[config.mk]
export PLATFORM = sky130hd
export DESIGN_NAME = calendar_date_offset_unit_flat
export DESIGN_NICKNAME = d
export VERILOG_FILES = /design/src/rtl/cdo_pkg.sv /design/src/rtl/cdo_if.sv /design/src/rtl/calendar_date_offset_unit.sv /design/src/rtl/cdo_div.sv /design/src/rtl/cdo_walk.sv /design/src/flat_wrapper.sv
export SDC_FILE = /design/constraint.sdc
export NUM_CORES = 2
export LEC_CHECK = 0
export ABC_AREA = 1
export BUFFER_PORTS_ARGS = -buffer_cell sky130_fd_sc_hd__buf_2
export CAP_MARGIN = 5
export CORE_UTILIZATION = 35
export CTS_CLUSTER_DIAMETER = 200
export CTS_CLUSTER_SIZE = 24
export DETAILED_ROUTE_END_ITERATION = 12
export SLEW_MARGIN = 20
export SYNTH_ARGS = -nofsm -noshare
export SYNTH_HDL_FRONTEND = slang
export SYNTH_SLANG_ARGS = --single-unit
export TNS_END_PERCENT = 30
[constraint.sdc]
create_clock -name clk -period 14.1 [get_ports clk]
set_input_delay 2.115 -clock clk [delete_from_list [all_inputs] [get_ports clk]]
set_output_delay 2.115 -clock clk [all_outputs]
set_load 0.05 [all_outputs]
[src/rtl/cdo_pkg.sv]
// ----------------------------------------------------------------------------
// Calendar date offset unit - package
// Widths, status codes, calendar constants and month tables.
// ----------------------------------------------------------------------------
package cdo_pkg;

  localparam int YEAR_WIDTH_DEF   = 14;
  localparam int OFFSET_WIDTH_DEF = 16;

  localparam int MONTH_W   = 4;
  localparam int DAY_W     = 5;
  localparam int WEEKDAY_W = 3;
  localparam int DAYNUM_W  = 23;
  localparam int STATUS_W  = 2;
  localparam int Y400_W    = 9;
  localparam int DIVISOR_W = 7;
  localparam int DN_EXTRA  = 9;   // 366 * 2^YEAR_WIDTH < 2^(YEAR_WIDTH + 9)

  localparam logic [STATUS_W-1:0] ST_OK        = 2'd0;
  localparam logic [STATUS_W-1:0] ST_BAD_MONTH = 2'd1;
  localparam logic [STATUS_W-1:0] ST_BAD_DAY   = 2'd2;
  localparam logic [STATUS_W-1:0] ST_RANGE     = 2'd3;

  localparam logic [MONTH_W-1:0] MONTH_JAN = 4'd1;
  localparam logic [MONTH_W-1:0] MONTH_FEB = 4'd2;
  localparam logic [MONTH_W-1:0] MONTH_DEC = 4'd12;

  localparam logic [WEEKDAY_W-1:0] WEEKDAY_LAST = 3'd6;

  localparam logic [DIVISOR_W-1:0] CENTURY   = 7'd100;
  localparam logic [DIVISOR_W-1:0] WEEK_DAYS = 7'd7;
  localparam int                   WEEK_BIAS = 6;     // 0000-01-01 is a Saturday
  localparam int                   YEAR_DAYS = 365;
  localparam logic [Y400_W-1:0]    Y400_LAST = 9'd399;

  typedef struct packed {
    logic busy;
    logic out_of_range;
  } cdo_walk_sts_t;

  // Leap test on the year taken modulo 400.
  function automatic logic is_leap400(input logic [Y400_W-1:0] y4);
    is_leap400 = (y4[1:0] == 2'b00) && (y4 != 9'd100) && (y4 != 9'd200)
                 && (y4 != 9'd300);
  endfunction

  function automatic logic [DAY_W-1:0] month_len(input logic [MONTH_W-1:0] m,
                                                 input logic leap);
    case (m)
      4'd2:                   month_len = leap ? 5'd29 : 5'd28;
      4'd4, 4'd6, 4'd9, 4'd11: month_len = 5'd30;
      default:                month_len = 5'd31;
    endcase
  endfunction

  // Days in the months before month m of a common year.
  function automatic logic [8:0] days_before(input logic [MONTH_W-1:0] m);
    case (m)
      4'd2:    days_before = 9'd31;
      4'd3:    days_before = 9'd59;
      4'd4:    days_before = 9'd90;
      4'd5:    days_before = 9'd120;
      4'd6:    days_before = 9'd151;
      4'd7:    days_before = 9'd181;
      4'd8:    days_before = 9'd212;
      4'd9:    days_before = 9'd243;
      4'd10:   days_before = 9'd273;
      4'd11:   days_before = 9'd304;
      4'd12:   days_before = 9'd334;
      default: days_before = 9'd0;
    endcase
  endfunction

endpackage

[src/rtl/cdo_if.sv]
// ----------------------------------------------------------------------------
// Calendar date offset unit - channel interfaces
// Valid/ready channels for the date request and the result.
// ----------------------------------------------------------------------------
interface cdo_in_if import cdo_pkg::*; #(
  parameter int YEAR_WIDTH   = YEAR_WIDTH_DEF,
  parameter int OFFSET_WIDTH = OFFSET_WIDTH_DEF
);
  logic                           valid;
  logic                           ready;
  logic [YEAR_WIDTH-1:0]          in_year;
  logic [MONTH_W-1:0]             in_month;
  logic [DAY_W-1:0]               in_day;
  logic signed [OFFSET_WIDTH-1:0] day_offset;

  modport source (output valid, in_year, in_month, in_day, day_offset, input ready);
  modport sink   (input valid, in_year, in_month, in_day, day_offset, output ready);
endinterface

interface cdo_out_if import cdo_pkg::*; #(
  parameter int YEAR_WIDTH = YEAR_WIDTH_DEF
);
  logic                  valid;
  logic                  ready;
  logic [YEAR_WIDTH-1:0] out_year;
  logic [MONTH_W-1:0]    out_month;
  logic [DAY_W-1:0]      out_day;
  logic [WEEKDAY_W-1:0]  weekday;
  logic [DAYNUM_W-1:0]   day_number;
  logic [STATUS_W-1:0]   status;

  modport source (output valid, out_year, out_month, out_day, weekday, day_number,
                  status, input ready);
  modport sink   (input valid, out_year, out_month, out_day, weekday, day_number,
                  status, output ready);
endinterface

[src/rtl/calendar_date_offset_unit.sv]
// ----------------------------------------------------------------------------
// Calendar date offset unit - top level
// Checks a Gregorian date, reports its weekday and day number, and moves it
// by a signed day offset.
// ----------------------------------------------------------------------------
// One date is handled at a time: in_chan.ready is high only while the unit is
// idle, and the result stays on out_chan until it is taken. A good date moves
// through these steps in order: the year is split by 100 in the shared
// constant divider, the date is checked and the day number formed, the month
// walker is launched beside the weekday division by 7 in the same divider,
// the walker takes M + 1 steps at one per cycle, where M is the number of
// month boundaries the offset crosses, and the result is then loaded. The
// largest offset, 32767 days, crosses about 1080 months. The next request is
// taken only once the result has been taken and the unit is idle again. A bad
// month or day returns straight from the check with all result fields zero
// but the status. A shifted date whose year leaves 0 .. 2^YEAR_WIDTH-1 gives
// status 3 with the out date zeroed and the weekday and day number still
// valid. Day numbers count from 0000-01-01 (day 0) in the proleptic calendar
// and are reported modulo 2^23.
// ----------------------------------------------------------------------------
module calendar_date_offset_unit import cdo_pkg::*; #(
  parameter int YEAR_WIDTH   = YEAR_WIDTH_DEF,
  parameter int OFFSET_WIDTH = OFFSET_WIDTH_DEF
) (
  input  logic      clk,
  input  logic      rst_n,
  cdo_in_if.sink    in_chan,
  cdo_out_if.source out_chan
);

  // Day number width: room for any valid date and for the reported field.
  localparam int DN_W = (YEAR_WIDTH + DN_EXTRA > DAYNUM_W) ? YEAR_WIDTH + DN_EXTRA
                                                          : DAYNUM_W;

  // Sequencer states
  localparam logic [2:0] S_IDLE  = 3'd0;
  localparam logic [2:0] S_DIVY  = 3'd1;  // year / 100 in the divider
  localparam logic [2:0] S_SUM   = 3'd2;  // validate and form the day number
  localparam logic [2:0] S_START = 3'd3;  // launch weekday division and walk
  localparam logic [2:0] S_WAIT  = 3'd4;
  localparam logic [2:0] S_OUT   = 3'd5;

  logic [2:0] state_r, state_nxt;

  // Latched request
  logic [YEAR_WIDTH-1:0]          yr_r;
  logic [MONTH_W-1:0]             mon_r;
  logic [DAY_W-1:0]               day_r;
  logic signed [OFFSET_WIDTH-1:0] off_r;
  logic [DN_W-1:0]                dn_r;
  logic [Y400_W-1:0]              y400_r;

  // Result registers
  logic [YEAR_WIDTH-1:0] o_year_r;
  logic [MONTH_W-1:0]    o_month_r;
  logic [DAY_W-1:0]      o_day_r;
  logic [WEEKDAY_W-1:0]  o_wday_r;
  logic [DAYNUM_W-1:0]   o_dnum_r;
  logic [STATUS_W-1:0]   o_stat_r;

  // Shared divider
  logic                 div_start;
  logic [DN_W-1:0]      div_dividend;
  logic                 div_week;
  logic                 div_busy;
  logic [DN_W-1:0]      div_quot;
  logic [DIVISOR_W-1:0] div_rem;

  // Month walker
  logic                  walk_load;
  cdo_walk_sts_t         walk_sts;
  logic [YEAR_WIDTH-1:0] walk_year;
  logic [MONTH_W-1:0]    walk_month;
  logic [DAY_W-1:0]      walk_day;

  // Day number terms
  logic              in_xfer;
  logic              out_xfer;
  logic [DN_W-1:0]   y_ext;
  logic [DN_W-1:0]   c4, c100, c400;
  logic [Y400_W-1:0] y400_c;
  logic              leap_c;
  logic [DAY_W-1:0]  mlen_c;
  logic              feb_adj;
  logic              bad_month;
  logic              bad_day;
  logic [DN_W-1:0]   dn_c;

  assign in_xfer  = in_chan.valid && in_chan.ready;
  assign out_xfer = out_chan.valid && out_chan.ready;

  // Leap counts use ceilings: leap years in 0 .. y-1 are
  // ceil(y/4) - ceil(y/100) + ceil(y/400), year 0 included.
  always_comb begin
    y_ext     = DN_W'(yr_r);
    c4        = (y_ext + DN_W'(3)) >> 2;
    c100      = div_quot + DN_W'(|div_rem);
    c400      = (c100 + DN_W'(3)) >> 2;
    y400_c    = Y400_W'(div_quot[1:0]) * Y400_W'(CENTURY) + Y400_W'(div_rem);
    leap_c    = is_leap400(y400_c);
    mlen_c    = month_len(mon_r, leap_c);
    feb_adj   = (mon_r > MONTH_FEB) && leap_c;
    bad_month = (mon_r == '0) || (mon_r > MONTH_DEC);
    bad_day   = (day_r == '0) || (day_r > mlen_c);
    dn_c      = DN_W'(y_ext * DN_W'(YEAR_DAYS)) + c4 - c100 + c400
                + DN_W'(days_before(mon_r)) + DN_W'(day_r) - DN_W'(1)
                + DN_W'(feb_adj);
  end

  // Divider and walker launch
  always_comb begin
    div_start    = 1'b0;
    div_dividend = DN_W'(in_chan.in_year);
    div_week     = 1'b0;
    walk_load    = 1'b0;
    if ((state_r == S_IDLE) && in_xfer) begin
      div_start = 1'b1;
    end else if (state_r == S_START) begin
      div_start    = 1'b1;
      div_dividend = dn_r + DN_W'(WEEK_BIAS);
      div_week     = 1'b1;
      walk_load    = 1'b1;
    end
  end

  // Sequencer
  always_comb begin
    state_nxt = state_r;
    case (state_r)
      S_IDLE: begin
        if (in_xfer) begin
          state_nxt = S_DIVY;
        end
      end
      S_DIVY: begin
        if (!div_busy) begin
          state_nxt = S_SUM;
        end
      end
      S_SUM: begin
        state_nxt = (bad_month || bad_day) ? S_OUT : S_START;
      end
      S_START: begin
        state_nxt = S_WAIT;
      end
      S_WAIT: begin
        if (!div_busy && !walk_sts.busy) begin
          state_nxt = S_OUT;
        end
      end
      S_OUT: begin
        if (out_xfer) begin
          state_nxt = S_IDLE;
        end
      end
      default: begin
        state_nxt = S_IDLE;
      end
    endcase
  end

  always_ff @(posedge clk) begin
    if (!rst_n) begin
      state_r <= S_IDLE;
    end else begin
      state_r <= state_nxt;
    end
  end

  // Request capture and day number
  always_ff @(posedge clk) begin
    if ((state_r == S_IDLE) && in_xfer) begin
      yr_r  <= in_chan.in_year;
      mon_r <= in_chan.in_month;
      day_r <= in_chan.in_day;
      off_r <= in_chan.day_offset;
    end
    if (state_r == S_SUM) begin
      dn_r   <= dn_c;
      y400_r <= y400_c;
    end
  end

  // Result capture: bad dates in the check state, good ones after the walk
  always_ff @(posedge clk) begin
    if ((state_r == S_SUM) && (bad_month || bad_day)) begin
      o_year_r  <= '0;
      o_month_r <= '0;
      o_day_r   <= '0;
      o_wday_r  <= '0;
      o_dnum_r  <= '0;
      o_stat_r  <= bad_month ? ST_BAD_MONTH : ST_BAD_DAY;
    end else if ((state_r == S_WAIT) && !div_busy && !walk_sts.busy) begin
      o_wday_r <= div_rem[WEEKDAY_W-1:0];
      o_dnum_r <= dn_r[DAYNUM_W-1:0];
      if (walk_sts.out_of_range) begin
        o_year_r  <= '0;
        o_month_r <= '0;
        o_day_r   <= '0;
        o_stat_r  <= ST_RANGE;
      end else begin
        o_year_r  <= walk_year;
        o_month_r <= walk_month;
        o_day_r   <= walk_day;
        o_stat_r  <= ST_OK;
      end
    end
  end

  cdo_div #(
    .W (DN_W)
  ) u_div (
    .clk      (clk),
    .rst_n    (rst_n),
    .start    (div_start),
    .dividend (div_dividend),
    .by_week  (div_week),
    .busy     (div_busy),
    .quot     (div_quot),
    .rem      (div_rem)
  );

  cdo_walk #(
    .YEAR_WIDTH   (YEAR_WIDTH),
    .OFFSET_WIDTH (OFFSET_WIDTH)
  ) u_walk (
    .clk      (clk),
    .rst_n    (rst_n),
    .load     (walk_load),
    .year_i   (yr_r),
    .month_i  (mon_r),
    .day_i    (day_r),
    .y400_i   (y400_r),
    .offset_i (off_r),
    .sts      (walk_sts),
    .year_o   (walk_year),
    .month_o  (walk_month),
    .day_o    (walk_day)
  );

  assign in_chan.ready       = (state_r == S_IDLE);
  assign out_chan.valid      = (state_r == S_OUT);
  assign out_chan.out_year   = o_year_r;
  assign out_chan.out_month  = o_month_r;
  assign out_chan.out_day    = o_day_r;
  assign out_chan.weekday    = o_wday_r;
  assign out_chan.day_number = o_dnum_r;
  assign out_chan.status     = o_stat_r;

endmodule

[src/rtl/cdo_div.sv]
// ----------------------------------------------------------------------------
// Calendar date offset unit - constant divider
// Divides by 100 or by 7 through a scaled reciprocal, quotient then remainder.
// ----------------------------------------------------------------------------
module cdo_div import cdo_pkg::*; #(
  parameter int W = YEAR_WIDTH_DEF + DN_EXTRA
) (
  input  logic                 clk,
  input  logic                 rst_n,
  input  logic                 start,
  input  logic [W-1:0]         dividend,
  input  logic                 by_week,
  output logic                 busy,
  output logic [W-1:0]         quot,
  output logic [DIVISOR_W-1:0] rem
);

  // Reciprocals scaled so the rounding error stays under 2^-W of the divisor:
  // the upper product bits are the exact quotient for any W-bit dividend.
  localparam int     SH_WEEK  = 3;
  localparam int     SH_CENT  = 7;
  localparam int     RECIP_W  = W + 1;
  localparam int     PROD_W   = 2 * W + SH_CENT;
  localparam longint RCP_WEEK = ((longint'(1) << (W + SH_WEEK)) + longint'(WEEK_DAYS) - 1)
                                / longint'(WEEK_DAYS);
  localparam longint RCP_CENT = ((longint'(1) << (W + SH_CENT)) + longint'(CENTURY) - 1)
                                / longint'(CENTURY);

  logic                 busy_r, busy_nxt;
  logic                 phase_r;
  logic                 week_r;
  logic [W-1:0]         num_r;
  logic [W-1:0]         quot_r;
  logic [DIVISOR_W-1:0] rem_r;
  logic [RECIP_W-1:0]   recip;
  logic [PROD_W-1:0]    prod;
  logic [W-1:0]         quot_c;
  logic [W-1:0]         back;

  // First phase: quotient from the reciprocal product.
  assign recip  = week_r ? RECIP_W'(RCP_WEEK) : RECIP_W'(RCP_CENT);
  assign prod   = PROD_W'(num_r) * PROD_W'(recip);
  assign quot_c = week_r ? prod[W + SH_WEEK +: W] : prod[W + SH_CENT +: W];

  // Second phase: remainder from the registered quotient.
  assign back   = week_r ? quot_r * W'(WEEK_DAYS) : quot_r * W'(CENTURY);

  always_comb begin
    busy_nxt = busy_r;
    if (start) begin
      busy_nxt = 1'b1;
    end else if (busy_r && phase_r) begin
      busy_nxt = 1'b0;
    end
  end

  always_ff @(posedge clk) begin
    if (!rst_n) begin
      busy_r <= 1'b0;
    end else begin
      busy_r <= busy_nxt;
    end
  end

  always_ff @(posedge clk) begin
    if (start) begin
      num_r   <= dividend;
      week_r  <= by_week;
      phase_r <= 1'b0;
    end else if (busy_r) begin
      if (!phase_r) begin
        quot_r  <= quot_c;
        phase_r <= 1'b1;
      end else begin
        rem_r <= DIVISOR_W'(num_r - back);
      end
    end
  end

  assign busy = busy_r;
  assign quot = quot_r;
  assign rem  = rem_r;

endmodule

[src/rtl/cdo_walk.sv]
// ----------------------------------------------------------------------------
// Calendar date offset unit - month walker
// Moves a date by a day count, one month boundary per cycle.
// ----------------------------------------------------------------------------
module cdo_walk import cdo_pkg::*; #(
  parameter int YEAR_WIDTH   = YEAR_WIDTH_DEF,
  parameter int OFFSET_WIDTH = OFFSET_WIDTH_DEF
) (
  input  logic                           clk,
  input  logic                           rst_n,
  input  logic                           load,
  input  logic [YEAR_WIDTH-1:0]          year_i,
  input  logic [MONTH_W-1:0]             month_i,
  input  logic [DAY_W-1:0]               day_i,
  input  logic [Y400_W-1:0]              y400_i,
  input  logic signed [OFFSET_WIDTH-1:0] offset_i,
  output cdo_walk_sts_t                  sts,
  output logic [YEAR_WIDTH-1:0]          year_o,
  output logic [MONTH_W-1:0]             month_o,
  output logic [DAY_W-1:0]               day_o
);

  localparam logic [YEAR_WIDTH-1:0] YEAR_MAX = {YEAR_WIDTH{1'b1}};

  logic                    busy_r, busy_nxt;
  logic                    oor_r, oor_nxt;
  logic                    fwd_r, fwd_nxt;
  logic [OFFSET_WIDTH-1:0] rem_r, rem_nxt;
  logic [YEAR_WIDTH-1:0]   year_r, year_nxt;
  logic [MONTH_W-1:0]      month_r, month_nxt;
  logic [DAY_W-1:0]        day_r, day_nxt;
  logic [Y400_W-1:0]       y400_r, y400_nxt;
  logic                    leap;
  logic [DAY_W-1:0]        mlen;
  logic [DAY_W-1:0]        room;

  assign leap = is_leap400(y400_r);
  assign mlen = month_len(month_r, leap);
  assign room = mlen - day_r;

  always_comb begin
    busy_nxt  = busy_r;
    oor_nxt   = oor_r;
    fwd_nxt   = fwd_r;
    rem_nxt   = rem_r;
    year_nxt  = year_r;
    month_nxt = month_r;
    day_nxt   = day_r;
    y400_nxt  = y400_r;
    if (load) begin
      busy_nxt  = 1'b1;
      oor_nxt   = 1'b0;
      fwd_nxt   = !offset_i[OFFSET_WIDTH-1];
      rem_nxt   = offset_i[OFFSET_WIDTH-1] ? OFFSET_WIDTH'(-offset_i) : offset_i;
      year_nxt  = year_i;
      month_nxt = month_i;
      day_nxt   = day_i;
      y400_nxt  = y400_i;
    end else if (busy_r) begin
      if (fwd_r) begin
        if (rem_r <= OFFSET_WIDTH'(room)) begin
          // remaining days fit in this month
          day_nxt  = day_r + rem_r[DAY_W-1:0];
          busy_nxt = 1'b0;
        end else begin
          // advance to the first of the next month
          rem_nxt = rem_r - (OFFSET_WIDTH'(room) + OFFSET_WIDTH'(1'b1));
          day_nxt = DAY_W'(1);
          if (month_r == MONTH_DEC) begin
            month_nxt = MONTH_JAN;
            if (year_r == YEAR_MAX) begin
              oor_nxt  = 1'b1;
              busy_nxt = 1'b0;
            end else begin
              year_nxt = year_r + YEAR_WIDTH'(1);
              y400_nxt = (y400_r == Y400_LAST) ? '0 : y400_r + Y400_W'(1);
            end
          end else begin
            month_nxt = month_r + MONTH_W'(1);
          end
        end
      end else begin
        if (rem_r < OFFSET_WIDTH'(day_r)) begin
          day_nxt  = day_r - rem_r[DAY_W-1:0];
          busy_nxt = 1'b0;
        end else begin
          // drop back to the last day of the previous month
          rem_nxt = rem_r - OFFSET_WIDTH'(day_r);
          if (month_r == MONTH_JAN) begin
            month_nxt = MONTH_DEC;
            day_nxt   = month_len(MONTH_DEC, 1'b0);
            if (year_r == '0) begin
              oor_nxt  = 1'b1;
              busy_nxt = 1'b0;
            end else begin
              year_nxt = year_r - YEAR_WIDTH'(1);
              y400_nxt = (y400_r == '0) ? Y400_LAST : y400_r - Y400_W'(1);
            end
          end else begin
            month_nxt = month_r - MONTH_W'(1);
            day_nxt   = month_len(month_r - MONTH_W'(1), leap);
          end
        end
      end
    end
  end

  always_ff @(posedge clk) begin
    if (!rst_n) begin
      busy_r <= 1'b0;
      oor_r  <= 1'b0;
    end else begin
      busy_r <= busy_nxt;
      oor_r  <= oor_nxt;
    end
  end

  always_ff @(posedge clk) begin
    fwd_r   <= fwd_nxt;
    rem_r   <= rem_nxt;
    year_r  <= year_nxt;
    month_r <= month_nxt;
    day_r   <= day_nxt;
    y400_r  <= y400_nxt;
  end

  assign sts.busy         = busy_r;
  assign sts.out_of_range = oor_r;
  assign year_o           = year_r;
  assign month_o          = month_r;
  assign day_o            = day_r;

endmodule

[src/flat_wrapper.sv]
// flat-port wrapper written by rule: the top's interface ports become plain ports
module calendar_date_offset_unit_flat import cdo_pkg::*;
#(
  parameter int YEAR_WIDTH   = YEAR_WIDTH_DEF,
  parameter int OFFSET_WIDTH = OFFSET_WIDTH_DEF
)
  (clk, rst_n, in_chan_valid, in_chan_in_year, in_chan_in_month, in_chan_in_day, in_chan_day_offset, in_chan_ready, out_chan_valid, out_chan_out_year, out_chan_out_month, out_chan_out_day, out_chan_weekday, out_chan_day_number, out_chan_status, out_chan_ready);
  cdo_in_if #(.YEAR_WIDTH(YEAR_WIDTH), .OFFSET_WIDTH(OFFSET_WIDTH)) in_chan_i ();
  cdo_out_if #(.YEAR_WIDTH(YEAR_WIDTH)) out_chan_i ();
  input  logic clk;
  input  logic rst_n;
  input wire logic [$bits(in_chan_i.valid)-1:0] in_chan_valid;
  input wire logic [$bits(in_chan_i.in_year)-1:0] in_chan_in_year;
  input wire logic [$bits(in_chan_i.in_month)-1:0] in_chan_in_month;
  input wire logic [$bits(in_chan_i.in_day)-1:0] in_chan_in_day;
  input wire logic [$bits(in_chan_i.day_offset)-1:0] in_chan_day_offset;
  output wire logic [$bits(in_chan_i.ready)-1:0] in_chan_ready;
  output wire logic [$bits(out_chan_i.valid)-1:0] out_chan_valid;
  output wire logic [$bits(out_chan_i.out_year)-1:0] out_chan_out_year;
  output wire logic [$bits(out_chan_i.out_month)-1:0] out_chan_out_month;
  output wire logic [$bits(out_chan_i.out_day)-1:0] out_chan_out_day;
  output wire logic [$bits(out_chan_i.weekday)-1:0] out_chan_weekday;
  output wire logic [$bits(out_chan_i.day_number)-1:0] out_chan_day_number;
  output wire logic [$bits(out_chan_i.status)-1:0] out_chan_status;
  input wire logic [$bits(out_chan_i.ready)-1:0] out_chan_ready;
  assign in_chan_i.valid = in_chan_valid;
  assign in_chan_i.in_year = in_chan_in_year;
  assign in_chan_i.in_month = in_chan_in_month;
  assign in_chan_i.in_day = in_chan_in_day;
  assign in_chan_i.day_offset = in_chan_day_offset;
  assign in_chan_ready = in_chan_i.ready;
  assign out_chan_valid = out_chan_i.valid;
  assign out_chan_out_year = out_chan_i.out_year;
  assign out_chan_out_month = out_chan_i.out_month;
  assign out_chan_out_day = out_chan_i.out_day;
  assign out_chan_weekday = out_chan_i.weekday;
  assign out_chan_day_number = out_chan_i.day_number;
  assign out_chan_status = out_chan_i.status;
  assign out_chan_i.ready = out_chan_ready;
  calendar_date_offset_unit #(.YEAR_WIDTH(YEAR_WIDTH), .OFFSET_WIDTH(OFFSET_WIDTH)) u_core (.clk(clk), .rst_n(rst_n), .in_chan(in_chan_i), .out_chan(out_chan_i));
endmodule
Word-level counts from Yosys, hierarchy flattened
Memories as Yosys holds them, arrays and structs flattened. A register that Yosys moved wholly into a read port is not among the register bits.
Index checks and enable logic that the tools add are counted.
- register bits after elaboration: 232
- memories kept: 1
- bits of input ports: 43
- ROM bits: 144
- output and inout bits: 53
- logic and storage cells: 243
- reduce and logical (&&, ||, !) cells: 46
- $mul: 5
- $add $sub $neg: 26
- bitwise logic cells: 4
- mux-type cells: 84
- equal/unequal tests: 43
- $lt $le $gt $ge: 5
- memory list (name ; words ; width ; read ports ; clocked after memory_dff ; wr ports ; line ; text):
    (name not given) ; 16 ; 9 ; 1 ; 1 ; 0 ; cdo_pkg.sv:58 ; case (m)
- operator list (operator ; number):
    2-to-1 mux 14 bit ; 12
    2-to-1 mux 9 bit ; 11
    2-to-1 mux 16 bit ; 6
    multiplier 23 x 24 -> 47 bit ; 1
    adder 23 x 1 -> 23 bit ; 2
    adder 23 x 21 -> 23 bit ; 2
    2-to-1 mux 4 bit ; 9
    2-to-1 mux 5 bit ; 6
    == test 4 bit, second input constant ; 7
    == test 4 x 3 -> 1 bit, second input constant ; 6
    adder 23 x 2 -> 23 bit, second input constant ; 1
    adder 23 x 3 -> 23 bit, second input constant ; 1
    adder 23 x 5 -> 23 bit ; 1
    adder 23 x 9 -> 23 bit ; 1
    multiplier 14 x 9 -> 23 bit, second input constant ; 1
    multiplier 23 x 3 -> 7 bit, second input constant ; 1
    multiplier 23 x 5 -> 5 bit, second input constant ; 1
    2-to-1 mux 1 bit ; 23
    subtractor 23 x 1 -> 23 bit, second input constant ; 1
    subtractor 23 bit ; 1
    2-to-1 mux 22 bit ; 1
    inequality test 9 x 7 -> 1 bit, second input constant ; 2
    inequality test 9 x 8 -> 1 bit, second input constant ; 2
    inequality test 9 bit, second input constant ; 2
    other kinds (56) ; 112

Logic depth before layout (Yosys ltp)
- depth in word-level cells: 13
- mapped depth: 35
- gate-level depth less buffers: 35

By module
A second synthesis with hierarchy kept.
- cells, all modules: 4001
- area total of the unflattened synthesis: 32997.9 µm²
- by module, submodules not included (module ; sequential area each (µm²) ; times used ; area each (µm²) ; cells an instance):
    cdo_div ; 1601.5 ; 1 ; 15247.1 ; 1726
    calendar_date_offset_unit ; 3413.3 ; 1 ; 12181.7 ; 1459
    cdo_walk ; 1511.4 ; 1 ; 5569.1 ; 816

Worst setup path after synthesis
OpenSTA, ideal clock, no wires.
- path kind: reg2reg
- start: register u_core.u_div.rem_r[4] (netlist: u_core.u_div.rem[4])
- end: register u_core.dn_r[13], data pin
- path buffers: 0
- setup slack: 7538 ps
- period minus slack after synthesis: 6562 ps
- data arrival time: 6304 ps
- cell stages (with the launch flop): 33
- library setup time: 259 ps
- required time: 13841 ps
- cell sequence: edfxtp_1 > nor3_1 > nand3_1 > ha_1 > ha_1 > xnor2_1 > inv_1 > nand2_1 > nor2_2 > nand2_2 > inv_1 > nand3_2 > nor2_1 > xor2_1 > fa_1 > inv_1 > fa_1 > inv_1 > fa_1 > inv_1 > fa_1 > fa_1 > ha_1 > ha_1 > a21o_1 > inv_1 > nand2_1 > nand3_1 > nand2_1 > a21boi_0 > o21ai_0 > nand2_1 > nand2_1
- longest elaborated chain between the ends: 8
- elaborated cells between the ends (all ways): 17
- classes of those cells: add/sub (9); eq/ne (3); reduce/logical (5)
- RTL lines (item ; line ; text):
    from (decl) ; cdo_div.sv:34 ; logic [DIVISOR_W-1:0] rem_r;
    from (signal assigned) ; cdo_div.sv:75 ; rem_r <= DIVISOR_W'(num_r - back);
    OR reduction 7 bit ; calendar_date_offset_unit.sv:97 ; c100 = div_quot + DN_W'(|div_rem);
    adder 23 x 1 -> 23 bit ; calendar_date_offset_unit.sv:97 ;
    subtractor 23 bit / adder 23 x 2 -> 23 bit (equally long branches) ; calendar_date_offset_unit.sv:105, calendar_date_offset_unit.sv:98 ;
    adder 23 x 21 -> 23 bit ; calendar_date_offset_unit.sv:105 ; dn_c = DN_W'(y_ext * DN_W'(YEAR_DAYS)) + c4 - c100 + c400
    adder 23 x 9 -> 23 bit ; calendar_date_offset_unit.sv:106 ; + DN_W'(days_before(mon_r)) + DN_W'(day_r) - DN_W'(1)
    adder 23 x 5 -> 23 bit ; calendar_date_offset_unit.sv:106 ;
    subtractor 23 x 1 -> 23 bit ; calendar_date_offset_unit.sv:106 ;
    adder 23 x 1 -> 23 bit * ; calendar_date_offset_unit.sv:107 ; + DN_W'(feb_adj);
    named net u_core.dn_c[13] ; calendar_date_offset_unit.sv:87 ; logic [DN_W-1:0] dn_c;
    to (signal assigned) ; calendar_date_offset_unit.sv:179 ; dn_r <= dn_c;
    to (decl) ; calendar_date_offset_unit.sv:50 ; logic [DN_W-1:0] dn_r;
Mark *: on every way through the listed nets, which the timed path passes. The rest lies on a longest branch.
A chain may end at the register's enable or synchronous reset.

Final worst setup path
- start: register u_core.u_div.rem_r[4] (netlist: u_core.u_div.rem[4])
- end: register u_core.dn_r[21], data pin
The elaborated chain is that of the path after synthesis.

==> summary.md <==
| Metric | Value |
|---|---|
| Die Span Y | `303.5 um` |
| Synth Cell Area | `0.03181 mm^2` |
| Maxcap violations | `0` |
| WP data arrival | `7.63 ns` |
| Mux share of post-synthesis cell area | `0.03147%` |
| Yosys cell types | `53` |
| Post-CTS setup buffers | `0` |
| Largest cells by area after synthesis | `fa_1 (25%), edfxtp_1 (16%), ha_1 (16%)` |
| Post-DP HPWL | `75780 um` |
| Worst Slack Setup Final | `6.756 ns` |
| Final hold viol count | `0` |
| Yosys warnings | `0` |
| Worst slack, placed | `6.771 ns` |
| Total grt overflow | `0` |
| Vias in the first global route | `24380` |
| Post-CTS Hold Fix Bufs | `0` |
| # fillers | `9231` |
| Cts repair resizes | `0` |
| CP max FO | `5` |
| Buffer and inverter count on the worst path | `5` |
| Drt first pass iters | `5` |
| Hold WC Path Type | `flop to flop` |
| Sequential share of the synthesized area | `20.52%` |
| Post-synth EDFFs | `174` |
| Core area | `0.09001 mm^2` |
| Skew final | `0.03348 ns` |
| Syn Inst Count | `3768` |
| Via count | `24480` |
| Synth async-reset ratio | `0%` |
| Crit-path leading delay family | `adder cells` |
| Max Slew Vio Count | `0` |
| CP startpoint kind | `flop` |
| Synth Flop Type | `edfxtp_1` |
| RePlAce Congestion | `0.9496` |
| Final period util | `52.09%` |
| Overall Global Routing Usage | `19.29%` |
| Initial antenna violation count | `1` |
| Adder-Cell Fraction of Synth Area | `41.13%` |
| Initial Util | `35.34%` |
| Routed Wire Length | `87590 um` |
| XOR/XNOR share of the synthesized area | `3.190%` |
| Drt initial violations | `1737` |
| CP endpoint kind | `flop` |
| Syn avg cell area | `8.443 um^2` |
| Synth top area share | `25.05%` |
| Yosys top cell by area | `fa_1` |
| CTS buffer count | `13` |
| Status | `complete, no violations` |
| RSZ-0062 raised after global routing | `false` |
| Ant. Diodes | `0` |
| Main combinational cell family by area after synthesis | `adder cells` |
| Full die area | `0.09210 mm^2` |
| Pin count of the biggest net entering global routing | `76` |
| Wire length per cell | `17.35 um` |
| Synth Register Bits | `239` |
| TritonCTS clock tree | `done` |
| NumNets Final | `4715` |
| WS Path Type | `flop to flop` |
| Longest Clk Path Bufs | `3` |
| Root Driver | `clkbuf_16` |
| CP required | `14.38 ns` |
| Fin crit period | `7.344 ns` |
| Worst-path clk slew | `0.12 ns` |
| Global-route wire length before repair | `136800 um` |
| Fmax achieved | `136.2 MHz` |
| Worst-Skew Late Latency | `0.52 ns` |
| Most numerous cell on the critical path | `nand2_1` |
| # clock sinks | `239` |
| Row count | `110` |
| Simple-gate area share of the yosys netlist | `16.26%` |
| Worst Tran Pin Value | `1.091 ns` |
| Crit-path slowest cell | `fa_1` |
| TNS Setup | `0 ns` |
| Slew margin rel. | `26.48%` |
| Buffers on Ports | `95` |
| Compound-Gate Fraction of Synth Area | `7.713%` |
| Die width | `303.5 um` |
| I/O pin count | `96` |
| Drc violations | `0` |
| Antenna Violating Nets Remaining | `0` |
| Layout area overhead | `7.331%` |
| Slowest stage delay, CP | `0.53 ns` |
| DR vias/cell | `4.850` |
| H-tree levels | `1` |
| Final Setup Violations | `0` |
| Layout cells sized above 1 | `4.287%` |
[cells in the final DEF, fill, tap and decap left out, types with 13 or more instances in the layout]
cell type / Yosys / routed
ha_1: 409 / 409
nor3_1: 43 / 42
inv_1: 876 / 874
conb_1: 2 / 37
o21bai_1: 19 / 19
edfxtp_1: 174 / 174
buf_4: 0 / 14
nand4_1: 44 / 44
xor2_1: 85 / 85
o21ai_0: 175 / 175
nand2_1: 625 / 623
nand3_1: 179 / 179
xnor2_1: 29 / 29
clkbuf_16: 0 / 13
nor2_1: 267 / 266
a21oi_1: 185 / 185
buf_2: 7 / 95
dfxtp_1: 65 / 65
fa_1: 398 / 398
[kinds of logic after synthesis]
| family | after synthesis |
|---|---|
| DFF | 239 |
| adders and majority gates | 807 |
| other | 2 |
| muxes | 1 |
| xor gates and xnor gates | 115 |
| AOI/OAI and AO/OA | 447 |
| and+or+nand+nor | 1216 |
| buffers and inverters | 941 |
[path summary, 6_finish.rpt]
path / start / to / slack [ns] / cells after the start
max: u_core.u_div.rem[4] / u_core.dn_r[21] / 6.76 / 33
min: u_core.out_chan.out_year[11] / u_core.out_chan.out_year[11] / 0.46 / 2
max reg2reg: u_core.u_div.rem[4] / u_core.dn_r[21] / 6.76 / 33
min reg2reg: u_core.out_chan.out_year[11] / u_core.out_chan.out_year[11] / 0.46 / 2
[final cells by class]
type / instances / area, um^2 / share of cell area (%)
multi-input combinational: 2623 / 21900 / 64.14
sequential: 239 / 6526 / 19.11
inverter: 879 / 3301 / 9.667
tap: 1176 / 1471 / 4.309
timing repair buffer: 109 / 580.6 / 1.700
clock buffer: 20 / 351.6 / 1.030
clock inverter: 2 / 12.51 / 0.03664
[synthesized netlist by cell type, drive strengths merged (2+ instances only)]
cell type,count
nor3,43
and3,2
or2,9
nor3b,5
conb,2
xor2,85
dfxtp,65
nand3,182
clkinv,2
buf,17
nand2,635
clkbuf,45
nand4,45
nand3b,10
inv,877
a31oi,8
a21o,11
nor2,275
a21boi,7
o21bai,21
o221ai,2
xnor2,30
o211ai,9
ha,409
o31ai,5
a21oi,185
a211oi,4
nor4,9
o21a,4
a22oi,3
o22ai,7
edfxtp,174
fa,398
o21ai,176
[per-stage QoR]
step / cells / hold slack (ns) / cell area, um^2 / util, %
floorplan: 3803 / 0.4511 / 31940 / -
global placement: 5026 / 0.4482 / 33780 / 37.53
detailed placement: 5026 / 0.4522 / 33780 / 37.53
CTS: 5048 / 0.4660 / 34140 / 37.93
global route: 5048 / 0.4876 / 34140 / 37.93
finish: 5048 / 0.4636 / 34140 / 37.93
[flip-flops by register name (all words and copies together) (netlist names), 2 cells and up, named ones only]
| name | flops |
|---|---|
| u_core.yr_r | 14 |
| u_core.u_div.num_r | 23 |
| u_core.mon_r | 4 |
| u_core.u_div.quot | 21 |
| u_core.out_chan.weekday | 3 |
| u_core.y400_r | 9 |
| u_core.out_chan.day_number | 23 |
| u_core.out_chan.out_year | 14 |
| u_core.out_chan.status | 2 |
| u_core.u_div.rem | 7 |
| u_core.state_r | 3 |
| u_core.u_walk.year_o | 14 |
| u_core.u_walk.y400_r | 9 |
| u_core.u_walk.day_o | 5 |
| u_core.day_r | 5 |
| u_core.dn_r | 23 |
| u_core.out_chan.out_month | 4 |
| u_core.off_r | 16 |
| u_core.u_walk.month_o | 4 |
| u_core.u_walk.rem_r | 16 |
| u_core.out_chan.out_day | 5 |
[routing by layer]
layer | vias to the layer above | track usage [%] | share of wire, %
met3 | 113 | 2.684 | 5.4
met4 | 0 | 6.381 | 3.7
li1 | 12010 | - | -
met5 | - | 0 | 0
met1 | 11740 | 26.46 | 45
met2 | 614 | 31.21 | 46
[worst register-to-register path: cells and delay by family, from the launching register on]
family                   cells  cell delay [ns]
adder cells (fa/ha/maj)      9             3.60
buffers and inverters        5             0.38
AO/OA/AOI/OAI                3             0.47
AND/OR/NAND/NOR             13             1.70
XOR/XNOR                     3             0.50
flip-flops                   1             0.47
Power is left out: the tool's default activity adds up to more than one toggle a clock period on the data nets, which glitch-free logic cannot reach.
